===== config.mk =====
export PLATFORM = sky130hd
export DESIGN_NAME = ack_retry_signal_and_ping_link
export DESIGN_NICKNAME = d
export VERILOG_FILES = /design/src/arsp_pkg.sv /design/src/arsp_regs.sv /design/src/arsp_core.sv /design/src/ack_retry_signal_and_ping_link.sv
export VERILOG_INCLUDE_DIRS = /design/src /design/src/src
export SDC_FILE = /design/constraint.sdc
export NUM_CORES = 1
export LEC_CHECK = 0
export ABC_AREA = 1
export CORE_UTILIZATION = 30
export DETAILED_ROUTE_END_ITERATION = 10
export DONT_BUFFER_PORTS = 1
export SLEW_MARGIN = 20
export SYNTH_ARGS = -nofsm -noshare
export SYNTH_HDL_FRONTEND = slang
export SYNTH_HIERARCHICAL = 1
export SYNTH_SLANG_ARGS = --single-unit

===== constraint.sdc =====
create_clock -name clk -period 6.7 [get_ports clk]
set_input_delay 0.335 -clock clk [delete_from_list [all_inputs] [get_ports clk]]
set_output_delay 0.335 -clock clk [all_outputs]
set_load 0.01 [all_outputs]

===== src/ack_retry_signal_and_ping_link_assert.svh =====
// Assertion macros shared by the link controller RTL.
`ifndef ACK_RETRY_SIGNAL_AND_PING_LINK_ASSERT_SVH
`define ACK_RETRY_SIGNAL_AND_PING_LINK_ASSERT_SVH

// Same-cycle implication, checked on clk outside reset.
`define ARSP_ASSERT_NOW(label, ante, cons, msg) \
	label: assert property (@(posedge clk) disable iff (!arst_n) (ante) |-> (cons)) \
		else $error(msg);

// Next-cycle implication, checked on clk outside reset.
`define ARSP_ASSERT_NEXT(label, ante, cons, msg) \
	label: assert property (@(posedge clk) disable iff (!arst_n) (ante) |=> (cons)) \
		else $error(msg);

`endif


===== src/arsp_pkg.sv =====
// Types, constants and register map of the signal and ping link controller.
package arsp_pkg;

	localparam int unsigned ADDR_W = 5;
	localparam int unsigned DATA_W = 32;

	typedef enum logic [2:0] {
		REG_LINK_ADDR  = 3'd0,
		REG_PING_IVL   = 3'd1,
		REG_IDLE_LIMIT = 3'd2,
		REG_LOCKOUT    = 3'd3,
		REG_FLASH      = 3'd4,
		REG_ATTEMPTS   = 3'd5
	} reg_idx_t;

	typedef enum logic [1:0] {
		PH_IDLE   = 2'd0,
		PH_SIGNAL = 2'd1,
		PH_PING   = 2'd2
	} phase_t;

	localparam logic [7:0] CMD_SIG      = 8'd208;
	localparam logic [7:0] CMD_SIG_OK   = 8'd209;
	localparam logic [7:0] CMD_PROBE    = 8'd212;
	localparam logic [7:0] CMD_PROBE_OK = 8'd213;
	localparam logic [7:0] CMD_NONE     = 8'd0;
	localparam logic [7:0] PKT_LEN      = 8'd3;

	localparam logic [1:0] FLASH_NONE = 2'd0;
	localparam logic [1:0] FLASH_FAIL = 2'd1;
	localparam logic [1:0] FLASH_IDLE = 2'd2;

	localparam logic [15:0] RT_RESET = 16'd300;

	localparam logic [7:0]  LINK_ADDR_RST  = 8'd4;
	localparam logic [15:0] PING_IVL_RST   = 16'd3000;
	localparam logic [21:0] IDLE_LIMIT_RST = 22'd3600000;
	localparam logic [9:0]  LOCKOUT_RST    = 10'd100;
	localparam logic [9:0]  FLASH_RST      = 10'd100;
	localparam logic [3:0]  ATTEMPTS_RST   = 4'd3;

	typedef struct packed {
		logic [7:0]  link_address;
		logic [15:0] ping_interval_ms;
		logic [21:0] idle_limit_ms;
		logic [9:0]  lockout_ms;
		logic [9:0]  flash_ms;
		logic [3:0]  attempts;
	} cfg_t;

	typedef struct packed {
		logic       button_pressed;
		logic       packet_valid;
		logic [7:0] packet_length;
		logic [7:0] packet_address;
		logic [7:0] packet_command;
	} pkt_t;

	typedef struct packed {
		logic        send_valid;
		logic [7:0]  send_command;
		logic        send_data;
		logic        status_led;
		logic        big_led;
		logic [1:0]  flash_request;
		logic [15:0] round_trip_ms;
	} res_t;

endpackage


===== src/arsp_regs.sv =====
// APB configuration registers of the link controller.
module arsp_regs import arsp_pkg::*; (
	input  logic              clk,
	input  logic              arst_n,
	input  logic              psel,
	input  logic              penable,
	input  logic              pwrite,
	input  logic [ADDR_W-1:0] paddr,
	input  logic [DATA_W-1:0] pwdata,
	output logic [DATA_W-1:0] prdata,
	output logic              pready,
	output cfg_t              cfg
);

	cfg_t       cfg_q;
	logic       wr_en;
	logic [2:0] idx;

	assign pready = 1'b1;
	assign wr_en  = psel & penable & pwrite;
	assign idx    = paddr[4:2];
	assign cfg    = cfg_q;

	always_ff @(posedge clk or negedge arst_n) begin
		if (!arst_n) begin
			cfg_q.link_address     <= LINK_ADDR_RST;
			cfg_q.ping_interval_ms <= PING_IVL_RST;
			cfg_q.idle_limit_ms    <= IDLE_LIMIT_RST;
			cfg_q.lockout_ms       <= LOCKOUT_RST;
			cfg_q.flash_ms         <= FLASH_RST;
			cfg_q.attempts         <= ATTEMPTS_RST;
		end else if (wr_en) begin
			unique case (idx)
				REG_LINK_ADDR:  cfg_q.link_address     <= pwdata[7:0];
				REG_PING_IVL:   cfg_q.ping_interval_ms <= pwdata[15:0];
				REG_IDLE_LIMIT: cfg_q.idle_limit_ms    <= pwdata[21:0];
				REG_LOCKOUT:    cfg_q.lockout_ms       <= pwdata[9:0];
				REG_FLASH:      cfg_q.flash_ms         <= pwdata[9:0];
				REG_ATTEMPTS:   cfg_q.attempts         <= pwdata[3:0];
				default: ;
			endcase
		end
	end

	always_comb begin
		unique case (idx)
			REG_LINK_ADDR:  prdata = {24'd0, cfg_q.link_address};
			REG_PING_IVL:   prdata = {16'd0, cfg_q.ping_interval_ms};
			REG_IDLE_LIMIT: prdata = {10'd0, cfg_q.idle_limit_ms};
			REG_LOCKOUT:    prdata = {22'd0, cfg_q.lockout_ms};
			REG_FLASH:      prdata = {22'd0, cfg_q.flash_ms};
			REG_ATTEMPTS:   prdata = {28'd0, cfg_q.attempts};
			default:        prdata = '0;
		endcase
	end

endmodule


===== src/arsp_core.sv =====
// Session state of the link controller and the per-tick update logic.
module arsp_core import arsp_pkg::*; (
	input  logic clk,
	input  logic arst_n,
	input  logic adv,
	input  cfg_t cfg,
	input  pkt_t pkt,
	output res_t res
);

	phase_t      phase_q, phase_d;
	logic        armed_q, armed_d;
	logic        btn_q, btn_d;
	logic [21:0] sb_q, sb_d;
	logic [16:0] sp_q, sp_d;
	logic [19:0] ss_q, ss_d;
	logic        fa_q, fa_d;
	logic [9:0]  fe_q, fe_d;
	logic [3:0]  al_q, al_d;
	logic        rs_q, rs_d;
	logic [7:0]  exp_q, exp_d;
	logic [15:0] rt_q, rt_d;
	logic        lst_q, lst_d;
	logic        lbig_q, lbig_d;
	logic [18:0] window;
	logic [3:0]  first_left;

	assign first_left = (cfg.attempts != 4'd0) ? cfg.attempts - 4'd1 : 4'd0;

	always_comb begin
		phase_d = phase_q; armed_d = armed_q; btn_d = btn_q;
		fa_d = fa_q; fe_d = fe_q; al_d = al_q; rs_d = rs_q;
		exp_d = exp_q; rt_d = rt_q; lst_d = lst_q; lbig_d = lbig_q;
		window = '0;
		res.send_valid    = 1'b0;
		res.send_command  = CMD_NONE;
		res.send_data     = 1'b0;
		res.flash_request = FLASH_NONE;

		sb_d = (sb_q == '1) ? sb_q : sb_q + 22'd1;
		sp_d = (sp_q == '1) ? sp_q : sp_q + 17'd1;
		ss_d = (ss_q == '1) ? ss_q : ss_q + 20'd1;

		if (pkt.packet_valid && pkt.packet_length == PKT_LEN &&
		    pkt.packet_address == cfg.link_address && pkt.packet_command == exp_q) begin
			rt_d = (ss_d > 20'hFFFF) ? 16'hFFFF : ss_d[15:0];
			rs_d = 1'b1;
		end

		if (phase_q != PH_IDLE) begin
			// Reply window: twice the round trip for a signal, five times for a ping.
			window = (phase_q == PH_SIGNAL) ? {2'b0, rt_d, 1'b0}
			                                : {1'b0, rt_d, 2'b0} + {3'b0, rt_d};
			if (rs_d) begin
				if (phase_q == PH_SIGNAL) begin
					lst_d = 1'b1; lbig_d = 1'b1;
				end else begin
					lst_d = ~btn_q;
					fa_d = 1'b1; fe_d = '0;
				end
				phase_d = PH_IDLE;
				sp_d = '0;
			end else if (ss_d >= {1'b0, window}) begin
				if (al_q != 4'd0) begin
					al_d = al_q - 4'd1;
					res.send_valid   = 1'b1;
					res.send_command = (phase_q == PH_SIGNAL) ? CMD_SIG : CMD_PROBE;
					res.send_data    = (phase_q == PH_SIGNAL) ? 1'b1 : btn_q;
					ss_d = '0;
				end else begin
					if (phase_q == PH_SIGNAL) lbig_d = 1'b0;
					lst_d = 1'b0;
					res.flash_request = FLASH_FAIL;
					phase_d = PH_IDLE;
					sp_d = '0;
				end
			end
		end else begin
			if (sb_d > {12'd0, cfg.lockout_ms} && pkt.button_pressed != btn_q) begin
				btn_d = pkt.button_pressed;
				sb_d = '0;
				sp_d = '0;
				armed_d = 1'b1;
				res.send_valid   = 1'b1;
				res.send_command = CMD_SIG;
				res.send_data    = pkt.button_pressed;
				ss_d = '0;
				if (pkt.button_pressed) begin
					phase_d = PH_SIGNAL;
					exp_d = CMD_SIG_OK;
					rs_d = 1'b0;
					al_d = first_left;
				end else begin
					lst_d = 1'b0; lbig_d = 1'b0;
				end
			end
			if (phase_d == PH_IDLE && armed_d) begin
				if (fa_d) begin
					if (fe_d >= cfg.flash_ms) begin
						fa_d = 1'b0;
						lst_d = btn_d;
					end else begin
						fe_d = fe_d + 10'd1;
					end
				end else if (sp_d > {1'b0, cfg.ping_interval_ms}) begin
					phase_d = PH_PING;
					exp_d = CMD_PROBE_OK;
					rs_d = 1'b0;
					al_d = first_left;
					sp_d = '0;
					res.send_valid   = 1'b1;
					res.send_command = CMD_PROBE;
					res.send_data    = btn_d;
					ss_d = '0;
				end
			end
		end

		// An idle stop takes precedence over a failure report in the same tick.
		if (phase_d == PH_IDLE && armed_d && sb_d > cfg.idle_limit_ms) begin
			res.flash_request = FLASH_IDLE;
			armed_d = 1'b0;
			fa_d = 1'b0;
			lst_d = 1'b0;
		end

		res.status_led    = lst_d;
		res.big_led       = lbig_d;
		res.round_trip_ms = rt_d;
	end

	always_ff @(posedge clk or negedge arst_n) begin
		if (!arst_n) begin
			phase_q <= PH_IDLE; armed_q <= 1'b0; btn_q <= 1'b0;
			sb_q <= '0; sp_q <= '0; ss_q <= '0;
			fa_q <= 1'b0; fe_q <= '0; al_q <= '0; rs_q <= 1'b0;
			exp_q <= CMD_PROBE_OK; rt_q <= RT_RESET;
			lst_q <= 1'b0; lbig_q <= 1'b0;
		end else if (adv) begin
			phase_q <= phase_d; armed_q <= armed_d; btn_q <= btn_d;
			sb_q <= sb_d; sp_q <= sp_d; ss_q <= ss_d;
			fa_q <= fa_d; fe_q <= fe_d; al_q <= al_d; rs_q <= rs_d;
			exp_q <= exp_d; rt_q <= rt_d;
			lst_q <= lst_d; lbig_q <= lbig_d;
		end
	end

endmodule


===== src/ack_retry_signal_and_ping_link.sv =====
// Top level of the signal and ping link controller: input and result registers.
//
//  channel | direction | handshake            | payload
//  in      | input     | in_valid / in_stall  | button and received packet of one tick
//  out     | output    | out_valid / out_stall| transmit request, LEDs, flash, round trip
//  cfg     | input     | APB psel / penable   | six configuration registers
//
// Each tick passes an input register and combinational update logic into a result
// register, so one transaction is taken every cycle unless out_stall holds a valid
// result. The result register is held under out_stall; the input register then fills
// and in_stall rises. Reset clears all session state and loads the register defaults;
// no clearing pass is needed.
module ack_retry_signal_and_ping_link import arsp_pkg::*; (
	input  logic              clk,
	input  logic              arst_n,
	input  logic              psel,
	input  logic              penable,
	input  logic              pwrite,
	input  logic [ADDR_W-1:0] paddr,
	input  logic [DATA_W-1:0] pwdata,
	output logic [DATA_W-1:0] prdata,
	output logic              pready,
	input  logic              in_valid,
	output logic              in_stall,
	input  logic              button_pressed,
	input  logic              packet_valid,
	input  logic [7:0]        packet_length,
	input  logic [7:0]        packet_address,
	input  logic [7:0]        packet_command,
	output logic              out_valid,
	input  logic              out_stall,
	output logic              send_valid,
	output logic [7:0]        send_command,
	output logic              send_data,
	output logic              status_led,
	output logic              big_led,
	output logic [1:0]        flash_request,
	output logic [15:0]       round_trip_ms
);

	`include "ack_retry_signal_and_ping_link_assert.svh"

	cfg_t cfg;
	pkt_t pkt_s1;
	res_t res, res_s2;
	logic valid_s1, valid_s2;
	logic adv_s1, in_acc;

	arsp_regs u_regs (
		.clk    (clk),
		.arst_n (arst_n),
		.psel   (psel),
		.penable(penable),
		.pwrite (pwrite),
		.paddr  (paddr),
		.pwdata (pwdata),
		.prdata (prdata),
		.pready (pready),
		.cfg    (cfg)
	);

	arsp_core u_core (
		.clk   (clk),
		.arst_n(arst_n),
		.adv   (adv_s1),
		.cfg   (cfg),
		.pkt   (pkt_s1),
		.res   (res)
	);

	assign adv_s1   = valid_s1 & (~valid_s2 | ~out_stall);
	assign in_stall = valid_s1 & ~adv_s1;
	assign in_acc   = in_valid & ~in_stall;

	always_ff @(posedge clk or negedge arst_n) begin
		if (!arst_n) begin
			valid_s1 <= 1'b0;
			valid_s2 <= 1'b0;
		end else begin
			if (in_acc) valid_s1 <= 1'b1;
			else if (adv_s1) valid_s1 <= 1'b0;
			if (adv_s1) valid_s2 <= 1'b1;
			else if (!out_stall) valid_s2 <= 1'b0;
		end
	end

	always_ff @(posedge clk) begin
		if (in_acc) begin
			pkt_s1.button_pressed <= button_pressed;
			pkt_s1.packet_valid   <= packet_valid;
			pkt_s1.packet_length  <= packet_length;
			pkt_s1.packet_address <= packet_address;
			pkt_s1.packet_command <= packet_command;
		end
		if (adv_s1) res_s2 <= res;
	end

	assign out_valid     = valid_s2;
	assign send_valid    = res_s2.send_valid;
	assign send_command  = res_s2.send_command;
	assign send_data     = res_s2.send_data;
	assign status_led    = res_s2.status_led;
	assign big_led       = res_s2.big_led;
	assign flash_request = res_s2.flash_request;
	assign round_trip_ms = res_s2.round_trip_ms;

	`ARSP_ASSERT_NOW(a_cmd_code, valid_s2 && send_valid,
		send_command == CMD_SIG || send_command == CMD_PROBE, "bad transmit command")
	`ARSP_ASSERT_NOW(a_quiet_tx, valid_s2 && !send_valid,
		send_command == CMD_NONE && send_data == 1'b0, "payload without transmit")
	`ARSP_ASSERT_NOW(a_stall_full, in_stall, valid_s1 && valid_s2 && out_stall,
		"input stalled without a blocked result")
	`ARSP_ASSERT_NEXT(a_flash_code, adv_s1,
		flash_request != 2'd3, "undefined flash request")

endmodule

==> qor_table.md <==
| Quantity | Reported | Unit |
| --- | --- | --- |
| Post-route setup TNS | 0 | ps |
| Number of different library cells in the post-synthesis netlist | 62 | - |
| Element type at the critical path end | register | - |
| CTS tree | done | - |
| Number of buffers added by the clock tree synthesis step | 29 | - |
| Final antenna diode count | 0 | - |
| Required time of the critical path | 7020 | ps |
| Delay contributed by the slowest stage of the critical path | 480 | ps |
| Met3 WL | 1910 | µm |
| Total via count after detailed routing | 13,100 | - |
| Met1 wire length | 18,300 | µm |
| Number of max-cap violations | 0 | - |
| Drt via density | 4.74 | - |
| Register cell area after layout | 6160 | µm² |
| Multiplexer share of the synthesized area | 0.0650 | % |
| Post-DR wirelength/cell | 14.9 | µm |
| Relative slew margins | 39.0 | % |
| Die Ht | 229 | µm |
| Total I/O pin count | 135 | - |
| Fraction of the mapped netlist area in adder cells | 7.93 | % |
| Peak Freq | 162 | MHz |
| Total length of routed wires | 41,100 | µm |
| Classification of the worst setup path | register to register | - |
| Rows | 82 | - |
| Most instantiated cells after synthesis | 490 x nand2_1, 302 x inv_1, 182 x nor2_1, 152 x o21ai_0, 141 x dfrtp_1 | - |
| Worst voltage drop across the vdd grid | 0.000182 | V |
| Synthesized-area fraction occupied by and/or/nand/nor cells | 26.1 | % |
| Number of buffers on the longest clock path | 3 | - |
| Minimum hold slack | 42.4 | ps |
| Synthesized-area fraction occupied by ao, oa, aoi and oai cells | 12.1 | % |
| Fill cells | 5,223 | - |
| Largest net degree at the start of global routing | 178 | - |
| Port Buffers | 0 | - |
| Post-route antenna net violation count | 0 | - |
| Total overflow reported by the global router | 0 | - |
| Post-DP HPWL | 29,900 | µm |
| Signal arrival time at the worst endpoint | 6510 | ps |
| Most common cell in the netlist | nand2_1 | - |
| Avg Cell Area, Syn | 7.62 | µm² |
| Vias in the first global route | 12,700 | - |
| Area share of the leading cell type in the synthesized netlist | 22.9 | % |
| Number of antenna violations at the first check in global routing | 1 | - |
| Most numerous cell on the critical path | nand2_1 | - |
| Placed cell areas | 15,900 | µm² |
| Total die area | 52,200 | µm² |
| CTS Sinks | 233 | - |
| # nets final | 2,227 | - |
| First-pass GRT wire length | 66,500 | µm |
| Final setup violation count | 0 | - |
| Main area contributors after synthesis | dfrtp_1 23%, nand2_1 12%, edfxtp_1 11% | - |
| Post-route fraction of the period consumed by the critical path | 92.4 | % |
| Hold crit path type | primary input to register | - |
| Cells after synthesis | 2,019 | - |
| Parity-gate share of the synthesized area counting xor and xnor cells | 2.96 | % |
| Setup skew after layout | 19.7 | ps |
| Main combinational cell family by area after synthesis | simple AND/OR/NAND/NOR gates | - |
| Syn-to-layout area delta | 13.8 | % |
| Global placer's final weighted congestion | 0.896 | - |
| Length of routed met2 wiring | 19,700 | µm |
| Die Span X | 229 | µm |
| Maximum fanout along the worst path | 11 | - |
| Critical Path Source Type | register | - |
| Number of failing hold endpoints at the final stage | 0 | - |
| Multi-input logic area | 7710 | µm² |
| Number of levels the H-tree was split into | 1 | - |
| Transition at the pin with the smallest max-transition slack | 915 | ps |
| Clock latency of the later-clocked register in the worst-skew pair | 570 | ps |
| Library cell with the largest summed area after synthesis | dfrtp_1 | - |
| Post-detailed-route DRC marker count | 0 | - |
| Total standard cell area after synthesis | 15,400 | µm² |
| Predominant post-synthesis flop cell | dfrtp_1 | - |
| Total iterations of the first detailed-routing run | 5 | - |
| Register bit count reported by yosys | 233 | - |
| Clock transition at the registers of the reported paths | 60 | ps |
| Highest routed metal layer | met5 | - |
| Layout cell share with drive strength beyond 1 | 10.5 | % |
| Asr flop ratio synth | 76.0 | % |
| Post-synth EDFFs | 56 | - |
| Status | complete, no violations | - |
| Final design area excluding fillers | 17,500 | µm² |
| Power per standard cell area | 321 | nW/µm² |
| GR Util All Layers | 15.6 | % |
| Total core area | 50,400 | µm² |
| Pins Over Slew Limit | 0 | - |
| Initial standard-cell utilization of the core | 30.6 | % |
| Share of the yosys chip area belonging to registers | 40.0 | % |
| Ys Warns | 6 | - |
| Time the final worst path needs with I/O delays and setup | 6190 | ps |
| Slowest cell on the critical path | dfrtp_1 | - |
| Violation count after the first detailed-routing iteration | 905 | - |
| Buffer type at the clock tree root | clkbuf_16 | - |
| Static leakage | 0.00834 | µW |
## through the flow
stage / std cells / total power [µW] / utilization, % / worst slack [ps]
2_1_floorplan: 2031 / 3530 / - / 1090
3_3_place_gp: 2643 / 3960 / 31.6 / 319
3_5_place_dp: 2643 / 4030 / 31.6 / 194
4_1_cts: 2749 / 5650 / 34.5 / 172
5_1_grt: 2754 / 6100 / 34.8 / -76.8
6_report: 2754 / 5620 / 34.8 / 511
## sequential cells by signal, summed over array words and instances (netlist names), 2 cells and up
name / cells
u_core/fe_q: 10
flash_request: 2
pkt_s1: 26
u_core/ss_q: 20
u_core/sb_q: 22
send_command: 8
round_trip_ms: 16
u_regs/cfg: 70
u_core/al_q: 4
u_core/exp_q: 8
u_core/phase_q: 2
u_core/rt_q: 16
u_core/sp_q: 17
## kinds of logic after synthesis
logic type / Yosys count
fa+ha+maj: 97
xor+xnor: 52
mux: 1
other cells: 3
compound gates: 334
simple gates: 907
buf+inv: 392
flops: 233
## final cells by class
class / instances / area share, %
clock buffer: 36 / 4.35
clock inverter: 17 / 0.822
inverter: 318 / 6.84
multi-input combinational: 1406 / 44.0
sequential: 233 / 35.2
tap: 672 / 4.80
timing repair buffer: 72 / 4.01
## final timing paths
check	end	slack (ps)	cells past startpoint	start
setup / recovery	status_led$_DFFE_PP_	510	40	u_core/sb_q[0]$_DFFE_PN0P_
hold / removal	u_regs/cfg[51]$_DFFE_PN1P_	40	2	pwdata[5]
setup reg to reg	status_led$_DFFE_PP_	510	40	u_core/sb_q[0]$_DFFE_PN0P_
hold reg to reg	u_regs/cfg[42]$_DFFE_PN1P_	480	2	u_regs/cfg[42]$_DFFE_PN1P_
max in group asynchronous	u_core/ss_q[5]$_DFFE_PN0P_	5420	2	arst_n
min in group asynchronous	u_regs/cfg[47]$_DFFE_PN0P_	570	2	arst_n
## critical path, delay by kind of cell (launching register included)
family                   cells  cell delay [ps]
AND/OR/NAND/NOR             27             2900
adder cells (fa/ha/maj)      3              900
buffers and inverters        5              720
AO/OA/AOI/OAI                4              650
flip-flops                   1              480
XOR/XNOR                     1              270
## cells in the final DEF (no fill, tap or decap), drive strengths merged, types with 3 or more instances in the layout
cell	count
nor2	200
nand3	92
dfrtp	141
a31oi	4
a211oi	3
nand4	46
ha	96
a21oi	82
o31ai	6
clkinv	14
xor2	41
clkbuf	36
o21bai	9
nor3	19
edfxtp	56
o21ai	198
clkinvlp	4
inv	315
o21a	3
xnor2	11
buf	20
conb	15
dfstp	36
o2111ai	3
nand3b	5
nand2	502
dlygate4sd3	52
or2	26
o22ai	16
nor4	12
## per-layer routing
metal  GRT usage [%]  vias to the layer above
li1                -                     6593
met1            19.9                     6105
met2            26.8                      293
met3            2.52                       64
met4            5.35                        2
met5               0                        -
## report_power, final
group          switching [µW]  total, µW  internal (µW)
combinational            1290       2060            767
clock                     636       1520            880
sequential                274       2050           1780
total                    2200       5620           3430
## timing repair
item | CTS | global route
hold buffers | 53 | 0
hold endpoints to repair | 247 | 0
resized for setup | 0 | 22
setup buffers | 0 | 5
endpoints found under the setup margin | 0 | 57
Note: power is estimated with default switching activity, not from simulation.
